`config.mk`:
```
export PLATFORM = sky130hd
export DESIGN_NAME = multilevel_ready_queue_scheduler
export DESIGN_NICKNAME = d
export VERILOG_FILES = /design/src/design/mlrq_pkg.sv /design/src/design/multilevel_ready_queue_scheduler.sv
export SDC_FILE = /design/constraint.sdc
export NUM_CORES = 2
export LEC_CHECK = 0
export BUFFER_PORTS_ARGS = -buffer_cell sky130_fd_sc_hd__buf_2
export CAP_MARGIN = 20
export CORE_UTILIZATION = 55
export DETAILED_ROUTE_END_ITERATION = 16
export MAX_ROUTING_LAYER = met4
export PLACE_DENSITY = 0.71
export SETUP_SLACK_MARGIN = 0.05
export SLEW_MARGIN = 20
export SYNTH_ARGS = -nofsm -noshare
export SYNTH_HDL_FRONTEND = slang
export SYNTH_SLANG_ARGS = --single-unit
export TNS_END_PERCENT = 5
```
`constraint.sdc`:
```
create_clock -name clock -period 15.1 [get_ports clock]
set_input_delay 3.775 -clock clock [delete_from_list [all_inputs] [get_ports clock]]
set_output_delay 3.775 -clock clock [all_outputs]
set_load 0.005 [all_outputs]
```
`src/design/mlrq_pkg.sv`:
```
// Package for the multilevel ready queue scheduler.
// Holds payload structs, op and class codes, register indexes and limits.
// No dependencies.
package mlrq_pkg;

   typedef enum logic [1:0] {
      OP_INSERT = 2'd0,
      OP_PICK   = 2'd1,
      OP_TICK   = 2'd2,
      OP_AGE    = 2'd3
   } op_type;

   localparam logic [1:0] CLASS_BOTTOM = 2'd0;
   localparam logic [1:0] CLASS_MIDDLE = 2'd1;
   localparam logic [1:0] CLASS_TOP    = 2'd2;

   localparam logic [2:0] REG_LOW_LIMIT  = 3'd0;
   localparam logic [2:0] REG_HIGH_LIMIT = 3'd1;
   localparam logic [2:0] REG_WAIT_STEP  = 3'd2;
   localparam logic [2:0] REG_AGE_LIMIT  = 3'd3;
   localparam logic [2:0] REG_BOOST      = 3'd4;

   localparam logic [7:0] PRIO_MAX = 8'd149;

   typedef struct packed {
      logic [1:0]  op;
      logic [3:0]  thread_id;
      logic [7:0]  thread_priority;
      logic [15:0] thread_burst;
      logic [15:0] running_burst;
   } req_type;

   typedef struct packed {
      logic        found;
      logic [3:0]  picked_id;
      logic        preempt;
      logic [4:0]  promoted_count;
   } rsp_type;

   // entry record as held in the thread table memory
   typedef struct packed {
      logic [1:0]  cls;
      logic [7:0]  prio;
      logic [15:0] sort_key;
      logic [15:0] wait_cnt;
      logic [15:0] arrival;
      logic [15:0] burst;
   } entry_type;

   typedef enum logic [2:0] {
      ST_IDLE,
      ST_INS_RD,
      ST_INS_CHK,
      ST_SCAN,
      ST_CLOSE,
      ST_WRITE,
      ST_AGE_NEXT,
      ST_DONE
   } state_type;

endpackage

```
`src/design/multilevel_ready_queue_scheduler.sv`:
```
// Multilevel ready queue scheduler: three-class ready queue over a thread table.
// Insert reads the entry and, if already queued, closes its rank gap before the write;
// an id outside the table is ignored. Pick scans for the head, then closes its gap; age
// runs one pass, then a search, gap close and requeue per promotion. Each pass reads one
// entry per cycle. One command at a time; the next is accepted from the result cycle on.
// Reset clears queued flags and arrival counter and loads default settings; the receiver cannot stall.
module multilevel_ready_queue_scheduler #(
   parameter int MAX_THREADS = 16
) (
   input  logic                clock,
   input  logic                reset,
   input  logic                start,
   output logic                busy,
   input  mlrq_pkg::req_type   req_data,
   output logic                rsp_valid,
   output mlrq_pkg::rsp_type   rsp_data,
   input  logic                csr_valid,
   output logic                csr_ready,
   input  logic [2:0]          csr_index,
   input  logic [15:0]         csr_wdata
);
   localparam int IW = (MAX_THREADS > 1) ? $clog2(MAX_THREADS) : 1;
   localparam int CW = $clog2(MAX_THREADS + 1);

   // control and working registers
   mlrq_pkg::state_type state_ff, state_in;
   logic [MAX_THREADS-1:0] queued_ff, queued_in;
   logic [MAX_THREADS-1:0] sel_ff, sel_in;      // aging candidates
   logic [15:0]    arr_cnt_ff, arr_cnt_in;
   mlrq_pkg::req_type req_ff, req_in;
   logic [CW-1:0]  idx_ff, idx_in;              // read pointer
   logic [IW-1:0]  wptr_ff, wptr_in;            // entry held in rd_data_ff
   logic           rvalid_ff, rvalid_in;
   logic           best_ok_ff, best_ok_in;
   logic [IW-1:0]  best_id_ff, best_id_in;
   mlrq_pkg::entry_type best_ff, best_in;
   logic [15:0]    gap_ff, gap_in;              // rank being closed
   logic [IW-1:0]  tgt_ff, tgt_in;              // entry written after closing
   logic [1:0]     age_cls_ff, age_cls_in;      // class being requeued
   logic           age_srch_ff, age_srch_in;    // age past its first pass
   logic [4:0]     promo_ff, promo_in;
   logic           rsp_valid_ff, rsp_valid_in;
   mlrq_pkg::rsp_type rsp_ff, rsp_in;

   // configuration registers
   logic [7:0]  low_lim_ff, high_lim_ff, boost_ff;
   logic [11:0] step_ff;
   logic [15:0] age_lim_ff;

   assign csr_ready = (state_ff == mlrq_pkg::ST_IDLE);

   always_ff @(posedge clock) begin
      if (reset) begin
         low_lim_ff  <= 8'd50;
         high_lim_ff <= 8'd100;
         step_ff     <= 12'd100;
         age_lim_ff  <= 16'd1500;
         boost_ff    <= 8'd10;
      end else if (csr_valid && csr_ready) begin
         unique case (csr_index)
            mlrq_pkg::REG_LOW_LIMIT:  low_lim_ff  <= csr_wdata[7:0];
            mlrq_pkg::REG_HIGH_LIMIT: high_lim_ff <= csr_wdata[7:0];
            mlrq_pkg::REG_WAIT_STEP:  step_ff     <= csr_wdata[11:0];
            mlrq_pkg::REG_AGE_LIMIT:  age_lim_ff  <= csr_wdata;
            mlrq_pkg::REG_BOOST:      boost_ff    <= csr_wdata[7:0];
            default: ;
         endcase
      end
   end

   function automatic logic [1:0] class_of(input logic [7:0] p, input logic [7:0] lo,
                                           input logic [7:0] hi);
      if (p >= hi) return mlrq_pkg::CLASS_TOP;
      if (p >= lo) return mlrq_pkg::CLASS_MIDDLE;
      return mlrq_pkg::CLASS_BOTTOM;
   endfunction

   // thread table memory, one read and one write port
   mlrq_pkg::entry_type mem [MAX_THREADS];
   mlrq_pkg::entry_type rd_data_ff;
   logic [IW-1:0]       rd_addr, wr_addr;
   logic                wr_en;
   mlrq_pkg::entry_type wr_data;

   always_ff @(posedge clock) begin
      if (wr_en) mem[wr_addr] <= wr_data;
      rd_data_ff <= mem[rd_addr];
   end

   logic [IW-1:0] cur;
   logic [IW-1:0] req_id;
   logic          id_ok;
   logic [7:0]    ins_prio;
   logic          better;
   logic          hit;
   logic [16:0]   wsum;
   logic [8:0]    psum;
   logic [7:0]    pnew;
   logic          scan_last;

   assign cur       = idx_ff[IW-1:0];
   assign req_id    = IW'(req_ff.thread_id);
   assign id_ok     = ({28'd0, req_ff.thread_id} < 32'(MAX_THREADS));
   assign ins_prio  = (req_ff.thread_priority > mlrq_pkg::PRIO_MAX) ?
                      mlrq_pkg::PRIO_MAX : req_ff.thread_priority;
   assign scan_last = (idx_ff == CW'(MAX_THREADS));
   assign hit       = rvalid_ff && queued_ff[wptr_ff];
   assign wsum      = {1'b0, rd_data_ff.wait_cnt} + {5'd0, step_ff};
   assign psum      = {1'b0, rd_data_ff.prio} + {1'b0, boost_ff};
   assign pnew      = (psum > {1'b0, mlrq_pkg::PRIO_MAX}) ? mlrq_pkg::PRIO_MAX : psum[7:0];
   assign busy      = (state_ff != mlrq_pkg::ST_IDLE);

   // ordering of the candidate in rd_data_ff against the best so far
   always_comb begin
      better = 1'b0;
      if (!best_ok_ff || rd_data_ff.cls > best_ff.cls) begin
         better = 1'b1;
      end else if (rd_data_ff.cls == best_ff.cls) begin
         if (rd_data_ff.cls == mlrq_pkg::CLASS_TOP && rd_data_ff.sort_key != best_ff.sort_key)
            better = rd_data_ff.sort_key < best_ff.sort_key;
         else if (rd_data_ff.cls == mlrq_pkg::CLASS_MIDDLE &&
                  rd_data_ff.sort_key != best_ff.sort_key)
            better = rd_data_ff.sort_key > best_ff.sort_key;
         else
            better = rd_data_ff.arrival < best_ff.arrival;
      end
   end

   // next state
   always_comb begin
      state_in = state_ff;
      unique case (state_ff)
         mlrq_pkg::ST_IDLE:
            if (start) begin
               state_in = (req_data.op == mlrq_pkg::OP_INSERT) ? mlrq_pkg::ST_INS_RD
                                                                : mlrq_pkg::ST_SCAN;
            end
         mlrq_pkg::ST_INS_RD:
            state_in = id_ok ? mlrq_pkg::ST_INS_CHK : mlrq_pkg::ST_DONE;
         mlrq_pkg::ST_INS_CHK:
            state_in = queued_ff[tgt_ff] ? mlrq_pkg::ST_CLOSE : mlrq_pkg::ST_WRITE;
         mlrq_pkg::ST_SCAN:
            if (scan_last) begin
               if (req_ff.op == mlrq_pkg::OP_PICK)
                  state_in = best_ok_in ? mlrq_pkg::ST_CLOSE : mlrq_pkg::ST_DONE;
               else if (req_ff.op == mlrq_pkg::OP_AGE) begin
                  if (age_srch_ff && best_ok_in)
                     state_in = mlrq_pkg::ST_CLOSE;
                  else if (!age_srch_ff || age_cls_ff == mlrq_pkg::CLASS_MIDDLE)
                     state_in = mlrq_pkg::ST_AGE_NEXT;
                  else
                     state_in = mlrq_pkg::ST_DONE;
               end else
                  state_in = mlrq_pkg::ST_DONE;
            end
         mlrq_pkg::ST_CLOSE:
            if (scan_last) begin
               state_in = (req_ff.op == mlrq_pkg::OP_PICK) ? mlrq_pkg::ST_DONE
                                                            : mlrq_pkg::ST_WRITE;
            end
         mlrq_pkg::ST_WRITE:
            state_in = (req_ff.op == mlrq_pkg::OP_AGE) ? mlrq_pkg::ST_AGE_NEXT
                                                        : mlrq_pkg::ST_DONE;
         mlrq_pkg::ST_AGE_NEXT:
            state_in = (sel_ff == '0) ? mlrq_pkg::ST_DONE : mlrq_pkg::ST_SCAN;
         mlrq_pkg::ST_DONE:     state_in = mlrq_pkg::ST_IDLE;
         default:               state_in = mlrq_pkg::ST_IDLE;
      endcase
   end

   // datapath and outputs
   always_comb begin
      queued_in    = queued_ff;
      sel_in       = sel_ff;
      arr_cnt_in   = arr_cnt_ff;
      req_in       = req_ff;
      idx_in       = idx_ff;
      wptr_in      = wptr_ff;
      rvalid_in    = 1'b0;
      best_ok_in   = best_ok_ff;
      best_id_in   = best_id_ff;
      best_in      = best_ff;
      gap_in       = gap_ff;
      tgt_in       = tgt_ff;
      age_cls_in   = age_cls_ff;
      age_srch_in  = age_srch_ff;
      promo_in     = promo_ff;
      rsp_valid_in = 1'b0;
      rsp_in       = rsp_ff;
      rd_addr      = cur;
      wr_en        = 1'b0;
      wr_addr      = wptr_ff;
      wr_data      = rd_data_ff;

      unique case (state_ff)
         mlrq_pkg::ST_IDLE: begin
            if (start) begin
               req_in      = req_data;
               idx_in      = '0;
               best_ok_in  = 1'b0;
               promo_in    = '0;
               sel_in      = '0;
               age_cls_in  = mlrq_pkg::CLASS_MIDDLE;
               age_srch_in = 1'b0;
               rsp_in      = '0;
            end
         end
         mlrq_pkg::ST_INS_RD: begin
            // fetch the old arrival rank of the entry being replaced
            rd_addr = req_id;
            tgt_in  = req_id;
         end
         mlrq_pkg::ST_INS_CHK: begin
            // already queued: remove first and close its rank gap
            if (queued_ff[tgt_ff]) begin
               gap_in            = rd_data_ff.arrival;
               queued_in[tgt_ff] = 1'b0;
               if (arr_cnt_ff != 16'd0) arr_cnt_in = arr_cnt_ff - 16'd1;
               idx_in            = '0;
            end
         end
         mlrq_pkg::ST_SCAN: begin
            if (!scan_last) begin
               rd_addr   = cur;
               wptr_in   = cur;
               idx_in    = idx_ff + CW'(1);
               rvalid_in = 1'b1;
            end
            if (hit) begin
               case (req_ff.op)
                  mlrq_pkg::OP_PICK: begin
                     if (better) begin
                        best_ok_in = 1'b1;
                        best_id_in = wptr_ff;
                        best_in    = rd_data_ff;
                     end
                  end
                  mlrq_pkg::OP_TICK: begin
                     wr_en            = 1'b1;
                     wr_data.wait_cnt = wsum[16] ? 16'hFFFF : wsum[15:0];
                  end
                  mlrq_pkg::OP_AGE: begin
                     if (!age_srch_ff) begin
                        // first pass: age expired entries, mark promotions
                        if (rd_data_ff.wait_cnt >= age_lim_ff) begin
                           wr_en            = 1'b1;
                           wr_data.wait_cnt = 16'd0;
                           wr_data.prio     = pnew;
                           if (class_of(pnew, low_lim_ff, high_lim_ff) > rd_data_ff.cls)
                              sel_in[wptr_ff] = 1'b1;
                        end
                     end else if (sel_ff[wptr_ff] && rd_data_ff.cls == age_cls_ff &&
                                  better) begin
                        best_ok_in = 1'b1;
                        best_id_in = wptr_ff;
                        best_in    = rd_data_ff;
                     end
                  end
                  default: ;
               endcase
            end
            // end of pass: take the head out, or move on to the bottom class
            if (scan_last) begin
               if (req_ff.op == mlrq_pkg::OP_PICK && best_ok_in) begin
                  rsp_in.found          = 1'b1;
                  rsp_in.picked_id      = 4'(best_id_in);
                  tgt_in                = best_id_in;
                  gap_in                = best_in.arrival;
                  queued_in[best_id_in] = 1'b0;
                  if (arr_cnt_ff != 16'd0) arr_cnt_in = arr_cnt_ff - 16'd1;
                  idx_in                = '0;
               end
               if (req_ff.op == mlrq_pkg::OP_AGE && age_srch_ff) begin
                  if (best_ok_in) begin
                     sel_in[best_id_in]    = 1'b0;
                     tgt_in                = best_id_in;
                     gap_in                = best_in.arrival;
                     queued_in[best_id_in] = 1'b0;
                     if (arr_cnt_ff != 16'd0) arr_cnt_in = arr_cnt_ff - 16'd1;
                     idx_in                = '0;
                  end else if (age_cls_ff == mlrq_pkg::CLASS_MIDDLE) begin
                     age_cls_in = mlrq_pkg::CLASS_BOTTOM;
                  end
               end
            end
         end
         mlrq_pkg::ST_CLOSE: begin
            if (!scan_last) begin
               rd_addr   = cur;
               wptr_in   = cur;
               idx_in    = idx_ff + CW'(1);
               rvalid_in = 1'b1;
            end
            if (hit && rd_data_ff.arrival > gap_ff) begin
               wr_en           = 1'b1;
               wr_data.arrival = rd_data_ff.arrival - 16'd1;
            end
         end
         mlrq_pkg::ST_WRITE: begin
            // queue the entry at the tail rank with a fresh sort key
            wr_en   = 1'b1;
            wr_addr = tgt_ff;
            if (req_ff.op == mlrq_pkg::OP_INSERT) begin
               wr_data.prio     = ins_prio;
               wr_data.burst    = req_ff.thread_burst;
               wr_data.wait_cnt = 16'd0;
            end else begin
               wr_data = best_ff;
               if (promo_ff != 5'd31) promo_in = promo_ff + 5'd1;
            end
            wr_data.cls      = class_of(wr_data.prio, low_lim_ff, high_lim_ff);
            wr_data.sort_key = (wr_data.cls == mlrq_pkg::CLASS_TOP) ? wr_data.burst :
                               (wr_data.cls == mlrq_pkg::CLASS_MIDDLE) ?
                               {8'd0, wr_data.prio} : 16'd0;
            wr_data.arrival  = arr_cnt_ff;
            arr_cnt_in       = arr_cnt_ff + 16'd1;
            queued_in[tgt_ff] = 1'b1;
            if (req_ff.op == mlrq_pkg::OP_INSERT)
               rsp_in.preempt = (wr_data.cls == mlrq_pkg::CLASS_TOP) &&
                                (req_ff.thread_burst < req_ff.running_burst);
         end
         mlrq_pkg::ST_AGE_NEXT: begin
            // search the current class for the next candidate head
            idx_in      = '0;
            best_ok_in  = 1'b0;
            age_srch_in = 1'b1;
         end
         mlrq_pkg::ST_DONE: begin
            rsp_valid_in = 1'b1;
            if (req_ff.op == mlrq_pkg::OP_AGE) rsp_in.promoted_count = promo_ff;
         end
         default: ;
      endcase
   end

   // control registers
   always_ff @(posedge clock) begin
      if (reset) begin
         state_ff     <= mlrq_pkg::ST_IDLE;
         queued_ff    <= '0;
         arr_cnt_ff   <= '0;
         rsp_valid_ff <= 1'b0;
         rvalid_ff    <= 1'b0;
      end else begin
         state_ff     <= state_in;
         queued_ff    <= queued_in;
         arr_cnt_ff   <= arr_cnt_in;
         rsp_valid_ff <= rsp_valid_in;
         rvalid_ff    <= rvalid_in;
      end
   end

   // working registers, set up at each command transfer
   always_ff @(posedge clock) begin
      req_ff      <= req_in;
      idx_ff      <= idx_in;
      wptr_ff     <= wptr_in;
      best_ok_ff  <= best_ok_in;
      best_id_ff  <= best_id_in;
      best_ff     <= best_in;
      gap_ff      <= gap_in;
      tgt_ff      <= tgt_in;
      sel_ff      <= sel_in;
      age_cls_ff  <= age_cls_in;
      age_srch_ff <= age_srch_in;
      promo_ff    <= promo_in;
      rsp_ff      <= rsp_in;
   end

   assign rsp_valid = rsp_valid_ff;
   assign rsp_data  = rsp_ff;

endmodule

```
# Yosys cells after proc, flatten, opt, wreduce, memory -nomap -nowiden
# Memory sizes are Yosys's and may differ from the RTL's. A register that Yosys moved wholly into a read port is not among the register bits.
# Index checks and enable logic that the tools add are counted.
# word_totals
ff_bits,278
ramBits,1184
inputBits,69
output_inout_bits,14
word_cells,350
mem_count,1
# op_classes
add_sub_neg,7
magnitude_cmp,20
n_eq_ne,39
muxes,182
n_bitwise,10
n_reduce_logical,56
# memory_table
memory,words,word_bits,read_ports,rd_ports_with_merged_regs,write_ports,line,text
mem,16,74,1,1,1,multilevel_ready_queue_scheduler.sv:79,mlrq_pkg::entry_type mem [MAX_THREADS];
# ops
operator,count
16-bit two-way mux,39
74-bit two-way mux,3
16-bit one-hot mux with 2 select lines,5
74-bit one-hot mux with 2 select lines,1
16-bit one-hot mux with 3 select lines,2
8-bit two-way mux,9
16-bit bitwise AND,4
5-bit two-way mux,12
16-bit < comparator,3
2-bit two-way mux,24
1-bit two-way mux,47
4-bit two-way mux,11
8-bit >= comparator,4
16-bit greater-than comparator,2
32-bit two-way mux,1
16-bit NOT,2
16-bit bitwise OR,2
"16-bit by 1-bit subtractor with 16-bit output, second input constant",2
"2-bit != test, second input constant",15
5-bit one-hot mux with 2 select lines,3
5-bit one-hot mux with 5 select lines,1
3-bit one-hot mux with 8 select lines,1
2-bit AND reduction,10
3-bit two-way mux,6
42 further kinds,105

# Logic depth before layout (Yosys ltp)
# depth
depth_word,35
mapped_depth,22
mapped_depth_nobuf,21

# Least setup slack after synthesis
# No wires, ideal clock.
# synth_path
path_type,reg2reg
startpoint,register rd_data_ff[21] (netlist name)
endpoint,"register best_ff[0] in the netlist's numbering, enable pin"
setup_ns,0.784
arrival_ns,11.368
required_time_ns,14.316
path_slack_ns,2.948
path_stages_with_launch,11
synth_period_minus_slack_ns,12.152
cell_sequence,dfxtp_1 ha_1 and3_1 a221o_1 a31oi_1 nor4_1 nor4_1 or3_1 clkbuf_1 nand2_1 a2111oi_0
# synth_between
elab_chain_cells,8
elab_cells_between_ends,9
# synth_rtl
element,line,text
16-bit < comparator *,multilevel_ready_queue_scheduler.sv:125,better = rd_data_ff.arrival < best_ff.arrival;
1-bit two-way mux *,multilevel_ready_queue_scheduler.sv:121,else if (rd_data_ff.cls == mlrq_pkg::CLASS_MIDDLE &&
1-bit two-way mux *,multilevel_ready_queue_scheduler.sv:119,if (rd_data_ff.cls == mlrq_pkg::CLASS_TOP && rd_data_ff.sort_key != best_ff.sort_key)
1-bit two-way mux *,multilevel_ready_queue_scheduler.sv:118,end else if (rd_data_ff.cls == best_ff.cls) begin
1-bit two-way mux *,multilevel_ready_queue_scheduler.sv:116,if (!best_ok_ff || rd_data_ff.cls > best_ff.cls) begin
1-bit logical AND,multilevel_ready_queue_scheduler.sv:252,end else if (sel_ff[wptr_ff] && rd_data_ff.cls == age_cls_ff &&
2-bit != test (no line),-,
6-bit AND reduction (no line) *,-,
"end signal, assigned",multilevel_ready_queue_scheduler.sv:360,best_ff <= best_in;
"end, declared",multilevel_ready_queue_scheduler.sv:36,"mlrq_pkg::entry_type best_ff, best_in;"
# Every way passes the cells marked *; elsewhere a longest branch is shown, timed or not.
# A chain may end at the register's enable or synchronous reset.

# Worst setup path after layout
# layout_path
startpoint,register state_ff[0]
endpoint,output port csr_ready
# layout_between
elab_chain_cells,1
# layout_rtl
element,line,text
"start, declared",multilevel_ready_queue_scheduler.sv:26,"mlrq_pkg::state_type state_ff, state_in;"
"start signal, assigned",multilevel_ready_queue_scheduler.sv:339,state_ff <= mlrq_pkg::ST_IDLE;
"start signal, assigned",multilevel_ready_queue_scheduler.sv:345,state_ff <= state_in;
3-bit logical NOT,multilevel_ready_queue_scheduler.sv:50,assign csr_ready = (state_ff == mlrq_pkg::ST_IDLE);
"end, declared",multilevel_ready_queue_scheduler.sv:18,"output logic csr_ready,"
# No other way between the ends.

==> results.cfg <==
[pwr]
p_per_area_nw_per_um2 = 178
p_total_uw = 12800
power_leakage_uw = 0.0248
peakVddDrop_mv = 0.218

[placed_design]
port_buffers = 82
hpwl_mm = 91.0
gp_congestion = 0.944
dpl_cell_area_sq_um = 67000

[sta]
min_period_ns = 5.96
holdWs_ns = 0.456
rsz0062_at_grt = no
fin_skew_ns = 0.0293
relSlewSlack_pct = 20.1
setup_viol = 0
tns_ns = 0
hold_viol = 0
slew_violations = 0
fmax_mhz = 168
min_period_over_period_pct = 39.5
max_slew.worst_pin.slew_ns = 1.19

[critical_path]
rrSetupSlack_ns = 9.28
r2r_end = rd_data_ff[56]$_DFF_P_
critPathKind = reg -> out
arrival_ns = 2.18
reg2reg_depth = 10
r2r_start = state_ff[0]$_SDFFE_PP0P_
endpoint_kind = output pin
start_kind = flop
crit_fanout = 15
cp.required_ns = 11.32

[floorplan]
rows = 125
die_y_um = 345
initial_core_util_pct = 55.6
ios = 83
dieArea_sq_um = 119000
core-area_sq_um = 116000
die_w_um = 345

[grt]
first_global_vias = 36900
grt_antenna_before_repair = 9
grt_pass1_wl_mm = 241
grt_use_total_pct = 28.6
overflow = 0
grt_max_degree = 149

[yosys]
synthFlopType = edfxtp_1
yosysSeqAreaShare_pct = 68.8
synth_largest_area_cell = edfxtp_1
synth_top_area_share_pct = 63.7
ys_seq_elements = 1535
synth_area_leaders = edfxtp_1 (64%), mux4_2 (11%), dfxtp_1 (5.1%), ha_1 (2.7%), nand2_1 (2.2%)
async_flop_share_pct = 0
synth_edf_count = 1371
synth_nets = 4264
yosys.cell_types.count = 86
synth_area_sq_um = 64600
post_synth.cell_area_avg_sq_um = 16.0
ys_warn_count = 0
synth_cells = 4053

[clocking]
numCtsBuffers = 151
cts-resized-gates = 0
worst_skew_pair.late_latency_ns = 0.77
clock_path_buffers = 3
cts_tree = yes
htree_levels = 4
cts_root_buffer = clkbuf_16
clkSlewWorstSetupHoldPaths_ns = 0.06
post_cts_buffers = 0
cts-hold-fix-buffers = 0
clkSinkCount = 1535

[drt]
drcViolationCount = 0
drt_pre_antenna_iters = 6
routed_wl_mm = 163
first_iter_violations = 4487
vias_per_cell = 6.47
vias = 37600
wire_per_inst_um = 28.1
antenna_left = 0

[status]
status = finished, final reports clean

[final_layout]
nFillCells = 8212
drive_above_1_share_pct = 18.3
layout_common_cells = edfxtp_1 (1,371), nand2_1 (386), mux4_2 (302), dfxtp_1 (164), clkbuf_16 (159)
nets = 4359
fin_util_pct = 62.0
area_growth_pct = 11.6
final_common_cell = edfxtp_1
fin_area_sq_um = 72100

[run]
cap_violations = 0

[worst_hold_path]
hp-class = reg -> reg
hp-start = age_lim_ff[5]$_SDFFE_PP0P_
hold_depth = 2
min_to = age_lim_ff[5]$_SDFFE_PP0P_
-- metrics by stage --
stage / instances / worst slack (ns)
after floorplan: 4053 / 2.95
after global placement: 5519 / 9.26
after detailed placement: 5519 / 9.16
after CTS: 5798 / 9.12
after global routing: 5804 / 8.71
final: 5805 / 9.14
-- state kept, by name, summed over array words and instances, names as in the netlist, 11 cells and up --
signal	cells
age_lim_ff	16
rsp_data	11
rd_data_ff	74
arr_cnt_ff	16
step_ff	12
queued_ff	16
req_ff	42
sel_ff	16
best_ff	74
gap_ff	16
mem	1184
-- logic make-up after synthesis --
group | count (synthesis) | synth area share, %
compound gates | 672 | 7.15
xor+xnor | 33 | 0.447
simple gates | 937 | 6.94
fa+ha+maj | 143 | 2.79
flops | 1535 | 68.8
mux | 377 | 11.7
buf+inv | 356 | 2.19
-- cell usage after synthesis, types with 28 or more instances --
master and count:
edfxtp_1 1371, nand2_1 387, mux4_2 302, dfxtp_1 164
clkbuf_1 154, nor2_1 153, ha_1 140, inv_1 133
a21oi_1 106, o21ai_0 101, a211oi_1 94, and2_1 92
a31oi_1 81, and3_1 79, mux2i_1 57, a21o_1 49
nor3_1 47, buf_2 44, nand3_1 40, o211ai_1 37
a22oi_1 32, nor2b_1 28
-- final cells by class --
class	instances	area (sq um)	area share, %
timing repair buffer	165	1100	1.52
clock inverter	74	833	1.16
antenna	7	17.5	0.0243
sequential	1535	44500	61.6
multi-input combinational	2162	19100	26.4
tap	1524	1910	2.64
clock buffer	205	4260	5.91
inverter	133	500	0.694
-- report_power, final --
group / total, uW / switching, uW / internal (uW)
combinational: 3300 / 2060 / 1240
sequential: 5650 / 261 / 5390
clock: 3850 / 1590 / 2260
total: 12800 / 3910 / 8890
-- routing by layer --
layer,up-vias,GRT usage (%),part of all wire (%)
li1,16200,-,-
met1,19100,40.1,40
met2,2026,43.1,47
met3,263,5.36,10
met4,0,8.21,2.6
met5,-,-,0
-- how the worst max path moves through the flow --
stage / start / to / slack, ns
detailed placement: state_ff[0]$_SDFFE_PP0P_ / rd_data_ff[70]$_DFF_P_ / 9.16
CTS: state_ff[0]$_SDFFE_PP0P_ / rd_data_ff[66]$_DFF_P_ / 9.12
global route: state_ff[0]$_SDFFE_PP0P_ / rd_data_ff[50]$_DFF_P_ / 8.71
floorplan: rd_data_ff[21]$_DFF_P_ / best_ff[0]$_DFFE_PP_ / 2.95
global placement: state_ff[0]$_SDFFE_PP0P_ / rd_data_ff[50]$_DFF_P_ / 9.26
finish: state_ff[0]$_SDFFE_PP0P_ / csr_ready / 9.14
-- worst max-delay path, cell delays in order, from the launching register on --
cell and delay (ns):
dfxtp_1 0.48, or3_1 0.56, inv_1 0.22, buf_2 0.15
(Power assumes the default switching activity.)
